===== src/design/scpe_pkg.sv =====
// ----------------------------------------------------------------------------
// Sparse convolution PE package
// Shared types, sizes and the small stride divider used by the PE.
// ----------------------------------------------------------------------------
package scpe_pkg;

  localparam int unsigned MaxFilters   = 16;
  localparam int unsigned MaxOutDim    = 32;
  localparam int unsigned WeightDepth  = 256;
  localparam int unsigned MaxKernelDim = 16;

  localparam int unsigned FiltW = $clog2(MaxFilters);
  localparam int unsigned PosW  = $clog2(MaxOutDim);
  localparam int unsigned AccAw = FiltW + 2 * PosW;
  localparam int unsigned WAw   = $clog2(WeightDepth);
  localparam int unsigned KerW  = $clog2(MaxKernelDim);
  localparam int unsigned WEntW = 16 + FiltW + 2 * KerW;

  typedef enum logic [2:0] {
    OP_CLEAR_ALL = 3'd0,
    OP_CLEAR_WT  = 3'd1,
    OP_LOAD_WT   = 3'd2,
    OP_ACT       = 3'd3,
    OP_BIAS      = 3'd4,
    OP_READ      = 3'd5
  } op_e;

  typedef enum logic [1:0] {
    STS_OK   = 2'd0,
    STS_FULL = 2'd1,
    STS_BAD  = 2'd2,
    STS_SAT  = 2'd3
  } status_e;

  typedef enum logic [2:0] {
    CFG_STRIDE  = 3'd0,
    CFG_PADDING = 3'd1,
    CFG_OUT_W   = 3'd2,
    CFG_OUT_H   = 3'd3,
    CFG_RELU    = 3'd4
  } cfg_idx_e;

  typedef enum logic [3:0] {
    ST_CLEAR,
    ST_IDLE,
    ST_EXEC,
    ST_WRD,
    ST_WEVAL,
    ST_AREAD,
    ST_AADD,
    ST_RDOUT,
    ST_DONE
  } state_e;

  // Result of mapping one weight against the current activation
  typedef struct packed {
    logic            hit;
    logic [PosW-1:0] w;
    logic [PosW-1:0] h;
  } map_t;

  // Divide an 8-bit value by a stride of 1..7 (reciprocal multiply)
  function automatic logic [7:0] div_small(input logic [7:0] x, input logic [2:0] st);
    logic [18:0] p3;
    logic [18:0] p5;
    logic [18:0] p7;
    logic [7:0]  q;
    p3 = {11'd0, x} * 19'd171;
    p5 = {11'd0, x} * 19'd205;
    p7 = {11'd0, x} * 19'd293;
    unique case (st)
      3'd2:    q = {1'b0, x[7:1]};
      3'd3:    q = p3[16:9];
      3'd4:    q = {2'b0, x[7:2]};
      3'd5:    q = p5[17:10];
      3'd6:    q = p3[17:10];
      3'd7:    q = p7[18:11];
      default: q = x;
    endcase
    return q;
  endfunction

  // Remainder of an 8-bit value by a stride of 1..7
  function automatic logic [7:0] mod_small(input logic [7:0] x, input logic [2:0] st);
    logic [10:0] qs;
    qs = {3'd0, div_small(x, st)} * {8'd0, st};
    return x - qs[7:0];
  endfunction

endpackage


===== src/design/scpe_map.sv =====
// ----------------------------------------------------------------------------
// Weight to output mapper
// Checks the stride phase of one weight against the activation and gives
// the output position and whether it lies inside the bounds.
// ----------------------------------------------------------------------------
module scpe_map (
  input  logic [7:0]               act_row_i,
  input  logic [7:0]               act_col_i,
  input  logic [scpe_pkg::KerW-1:0] w_row_i,
  input  logic [scpe_pkg::KerW-1:0] w_col_i,
  input  logic [1:0]               pad_i,
  input  logic [2:0]               st_i,
  input  logic [5:0]               bw_i,
  input  logic [5:0]               bh_i,
  output scpe_pkg::map_t           map_o
);

  logic [7:0] rp, sp;
  logic       phase_ok;
  logic [8:0] dr, dc;
  logic [7:0] ar, ac, qr, qc;
  logic       ok_w, ok_h;

  // compare stride phases
  assign rp = {{(8-scpe_pkg::KerW){1'b0}}, w_row_i} + {6'd0, pad_i};
  assign sp = {{(8-scpe_pkg::KerW){1'b0}}, w_col_i} + {6'd0, pad_i};
  assign phase_ok = (scpe_pkg::mod_small(rp, st_i) == scpe_pkg::mod_small(act_row_i, st_i)) &&
                    (scpe_pkg::mod_small(sp, st_i) == scpe_pkg::mod_small(act_col_i, st_i));

  // signed offsets, divided toward zero
  assign dr = {1'b0, act_row_i} - {{(9-scpe_pkg::KerW){1'b0}}, w_row_i};
  assign dc = {1'b0, act_col_i} - {{(9-scpe_pkg::KerW){1'b0}}, w_col_i};
  assign ar = dr[8] ? 8'(-dr) : dr[7:0];
  assign ac = dc[8] ? 8'(-dc) : dc[7:0];
  assign qr = scpe_pkg::div_small(ar, st_i);
  assign qc = scpe_pkg::div_small(ac, st_i);

  // bounds: a negative offset survives only when it truncates to zero
  assign ok_w = (qr < {2'b0, bw_i}) && (!dr[8] || (qr == 8'd0));
  assign ok_h = (qc < {2'b0, bh_i}) && (!dc[8] || (qc == 8'd0));

  assign map_o.hit = phase_ok && ok_w && ok_h;
  assign map_o.w   = dr[8] ? '0 : qr[scpe_pkg::PosW-1:0];
  assign map_o.h   = dc[8] ? '0 : qc[scpe_pkg::PosW-1:0];

endmodule


===== config.mk =====
export PLATFORM = sky130hd
export DESIGN_NAME = scpe_map
export DESIGN_NICKNAME = d
export VERILOG_FILES = /design/src/design/scpe_pkg.sv /design/src/design/scpe_map.sv
export SDC_FILE = /design/constraint.sdc
export NUM_CORES = 1
export LEC_CHECK = 0
export BUFFER_PORTS_ARGS = -buffer_cell sky130_fd_sc_hd__buf_2
export CAP_MARGIN = 20
export CORE_MARGIN = 3
export CORE_UTILIZATION = 52
export DETAILED_ROUTE_END_ITERATION = 16
export PLACE_DENSITY = 0.68
export REMOVE_ABC_BUFFERS = 1
export SYNTH_ARGS = -nofsm -noshare
export SYNTH_HDL_FRONTEND = slang
export SYNTH_SLANG_ARGS = --single-unit

===== constraint.sdc =====
create_clock -name vclk -period 12.9
set_clock_uncertainty 0.15 [all_clocks]
set_input_delay 0.645 -clock vclk [all_inputs]
set_output_delay 0.645 -clock vclk [all_outputs]
set_load 0.02 [all_outputs]

=== Word level (Yosys, flattened, before mapping) ===
Cells that the tools add are included.

* Multiply operators: 22
* Order comparisons: 2
* Reductions and logical operators: 11
* Add/subtract/negate cells: 10
* Multiplexer cells: 10
* Equality and inequality tests: 8

{| class="wikitable"
|+ Operators with widths
! cell !! count
|-
| 8-bit case mux with 6 select lines || 4
|-
| 8-bit by 8-bit multiplier with 16-bit output (second input constant) || 8
|-
| 8-bit by 9-bit multiplier with 17-bit output (second input constant) || 4
|-
| 5-bit case mux with 6 select lines || 2
|-
| 5-bit by 8-bit multiplier with 13-bit output (second input constant) || 4
|-
| 8-bit by 3-bit multiplier with 8-bit output || 4
|-
| 5-bit by 9-bit multiplier with 14-bit output (second input constant) || 2
|-
| 8-bit by 4-bit subtractor with 9-bit output || 2
|-
| 8-bit equality test || 2
|-
| 8-bit zero test || 2
|-
| 8-bit by 6-bit < comparator with 1-bit output || 2
|-
| 8-bit 2-to-1 mux || 2
|-
| 8-bit negation || 2
|-
| 5-bit by 8-bit subtractor with 8-bit output || 2
|-
| 8-bit subtractor || 2
|-
| 3-bit equality test (second input constant) || 4
|-
| 4-bit by 2-bit adder with 5-bit output || 2
|-
| 5-bit 2-to-1 mux || 2
|-
| 3-bit by 2-bit equality test with 1-bit output (second input constant) || 2
|-
| 1-bit logical AND || 5
|-
| 1-bit zero test || 2
|-
| 1-bit logical OR || 2
|}

* Bits of input ports: 41
* Bits in registers: 0
* Output and inout port bits: 11

=== Longest topological paths before layout ===
* Word-level depth: 10
* Mapped depth: 39

=== Least setup slack after synthesis ===
Ideal clock, no wire load.

* Kind: input-to-output
* Start: in act_col_i[0]
* End: out map_o[10] in the netlist's numbering
* Arrival: 8.954 ns
* Stages: 35
* Data required time: 12.105 ns
* Path slack: 3.151 ns
* Path through: inv_1 > ha_1 > fa_1 > nand2b_1 > a211oi_1 > o31ai_1 > and2_1 > or4_1 > nand3_1 > ha_1 > fa_1 > inv_1 > fa_1 > inv_1 > fa_1 > ha_1 > a21o_1 > a2111o_1 > o221a_2 > a21bo_2 > a21oi_1 > xnor2_1 > a22oi_1 > a31oi_1 > ha_1 > or4_1 > a221oi_1 > o2111ai_1 > nor4_1 > nand3_1 > nor4_1 > nand4_1 > nor4_2 > nand4_1 > nor4_2

{| class="wikitable"
|+ RTL lines
! item !! line !! RTL
|-
| from (decl) || scpe_map.sv:8 || <nowiki>input logic [7:0] act_col_i,</nowiki>
|-
| to (decl) || scpe_map.sv:15 || <nowiki>output scpe_pkg::map_t map_o</nowiki>
|}

==> results.md <==
- Status: completed
- Mapped Area: 19400 µm²
- Register area share after synthesis: 0%
- Vias in the first global route: 17502
- RSZ-0062 raised after global routing: no
- Largest net degree at the start of global routing: 39
- Hold_ws: 1.97 ns
- First-pass GRT wire length: 88.2 mm
- Leakage: 10.9 nW
- Slew Viols, Final: 0
- Antenna cells: 0
- Crit path largest cell delay: 0.59 ns
- Synth Instances: 2293
- DP HPWL: 45.1 mm
- Maximum vdd drop: 115 µV
- Die width: 199 µm
- Gr ovfl total: 0
- Crit path time final: 11.35 ns
- PD cells: 178 nW/µm²
- # hold bufs at CTS: 0
- DRT Pass-1 Iters: 6
- Setup repair bufs after CTS: 0
- CLK BUF: 0
- Number of library cell types mapped by synthesis: 92
- FF+latch count: 0
- Final setup viols: 0
- Worst Tran Pin Value: 1.15 ns
- DR vias: 16892
- Yosys Warn Count: 0
- Gpl congestion: 0.940
- Worst EP arrival: 10.55 ns
- Clock Power Share: 0%
- Setup TNS: 0 ns
- Switching Share: 56.5%
- PostCTS Resize Cnt: 0
- Leading cell type in the layout, fill and taps excluded: ha_1
- Pint: 1.57 mW
- Hold Crit Class: input pin to output pin
- Initial antenna violation count: 0
- WL/cell: 19.2 µm
- Logic gate share of total power: 100.0%
- Nets: 3129
- Net Sw Power: 2.04 mW
- Final cycle utilization of the critical path: 88.0%
- Die area: 39700 µm²
- Die Y: 199 µm
- Mean Syn Cell Area: 8.47 µm²
- P&R area growth vs syn: 4.63%
- FF+latch area: 0 µm²
- Commonest cells after routing, fill and taps aside: ha_1, inv_1, fa_1
- Vias/cell: 6.02
- Path type of the worst setup path: input pin to output pin
- Core box area: 36700 µm²
- Row count: 70
- FMAX: 88.1 MHz
- GRT Total Usage: 27.5%
- CP Launch Type: input pin
- Max cap viols: 0
- Worst EP required: 12.10 ns
- Share of cells above drive strength 1: 5.18%
- Worst slew margin: 23.2%
- CP Capture Type: output pin
- CP Max Fanout: 9
- Initial Util: 52.9%
- Final wirelength: 53.8 mm
- I/O Pins: 52
- Final hold violation count: 0
- Fillers: 3446
- I/O Buffers: 52
- # DRC: 0
- Drt initial violations: 1160
- CP max stage cell: o31ai_1
- Flop pwr share: 0%
- ANT nets after route: 0
-- path summary, 6_finish.rpt --
path	cells past startpoint	start	to	slack, ns
setup / recovery	36	act_row_i[0]	map_o[10]	1.55
hold / removal	6	w_col_i[0]	map_o[0]	1.97
-- through the flow --
| stage | power [mW] | instances | area (µm²) | worst slack [ns] | utilization, % |
|---|---|---|---|---|---|
| detailed placement | 3.57 | 2803 | 20300 | 1.67 | 55.4 |
| CTS | 3.61 | 2803 | 20300 | 1.63 | 55.4 |
| finish | 3.61 | 2804 | 20300 | 1.55 | 55.4 |
| floorplan | 2.73 | 2260 | 19300 | 3.15 | - |
| global placement | 3.46 | 2803 | 20300 | 2.04 | 55.4 |
| global route | 4.12 | 2804 | 20300 | 0.684 | 55.4 |
-- cell usage after synthesis (all sizes together), types with 7 or more instances --
cell / count / area share (%)
ha: 590 / 38
o21ai: 64 / 1.7
nor2: 122 / 2.4
clkbuf: 30 / 0.58
nand4: 18 / 0.58
a31oi: 23 / 0.74
o22ai: 16 / 0.52
or2: 14 / 0.45
inv: 418 / 8.1
nor3b: 7 / 0.27
o31ai: 9 / 0.35
o21a: 20 / 0.77
or4: 11 / 0.43
nand3: 30 / 0.80
a22oi: 10 / 0.39
nor2b: 28 / 0.94
fa: 160 / 16
or3: 13 / 0.42
nand2: 106 / 2.0
nor4: 10 / 0.42
o211ai: 17 / 0.66
a221oi: 10 / 0.45
a211oi: 27 / 1.1
o2111ai: 8 / 0.36
mux2i: 17 / 0.88
o21bai: 14 / 0.54
a21oi: 107 / 2.8
a311oi: 8 / 0.39
xor2: 41 / 1.9
and3: 25 / 0.81
a21o: 27 / 1.0
and2: 24 / 0.77
xnor2: 96 / 4.4
nand2b: 10 / 0.32
nor3: 39 / 1.1
buf: 7 / 0.16
-- routing by layer --
layer | GRT usage (%) | wire (µm) | up-vias
li1 | - | - | 8128
met1 | 36.5 | 23400 | 8070
met2 | 47.4 | 25100 | 566
met3 | 2.31 | 3290 | 128
met4 | 8.95 | 1940 | 0
met5 | 0 | 0 | -
-- power groups by stage --
stage	Clock [mW]	Combinational, mW	Sequential [mW]
2_1_floorplan	0	2.73	0
3_3_place_gp	0	3.46	0
3_5_place_dp	0	3.57	0
4_1_cts	0	3.61	0
5_1_grt	0	4.12	0
6_report	0	3.61	0
-- cell families after synthesis --
logic type,Yosys count,share of synthesized area (%)
buffers and inverters,457,8.86
adders and majority gates,752,54.6
xor gates and xnor gates,143,6.95
other,2,0.0387
AOI/OAI and AO/OA,446,16.0
muxes,20,1.17
and+or+nand+nor,473,12.4
-- critical path: cells and delay by family --
family,cells,cell delay (ns)
compound gates,11,3.04
xor+xnor,1,0.34
fa+ha+maj,8,3.15
buf+inv,6,1.04
simple gates,10,2.28
-- area by class of cell --
cell class,count,area [µm²],area share [%]
Tap cell,468,586,2.88
Timing Repair Buffer,76,440,2.17
Multi-Input combinational cell,1840,17700,87.2
Inverter,420,1580,7.76
No activity file was read; power rests on OpenSTA's default activity.
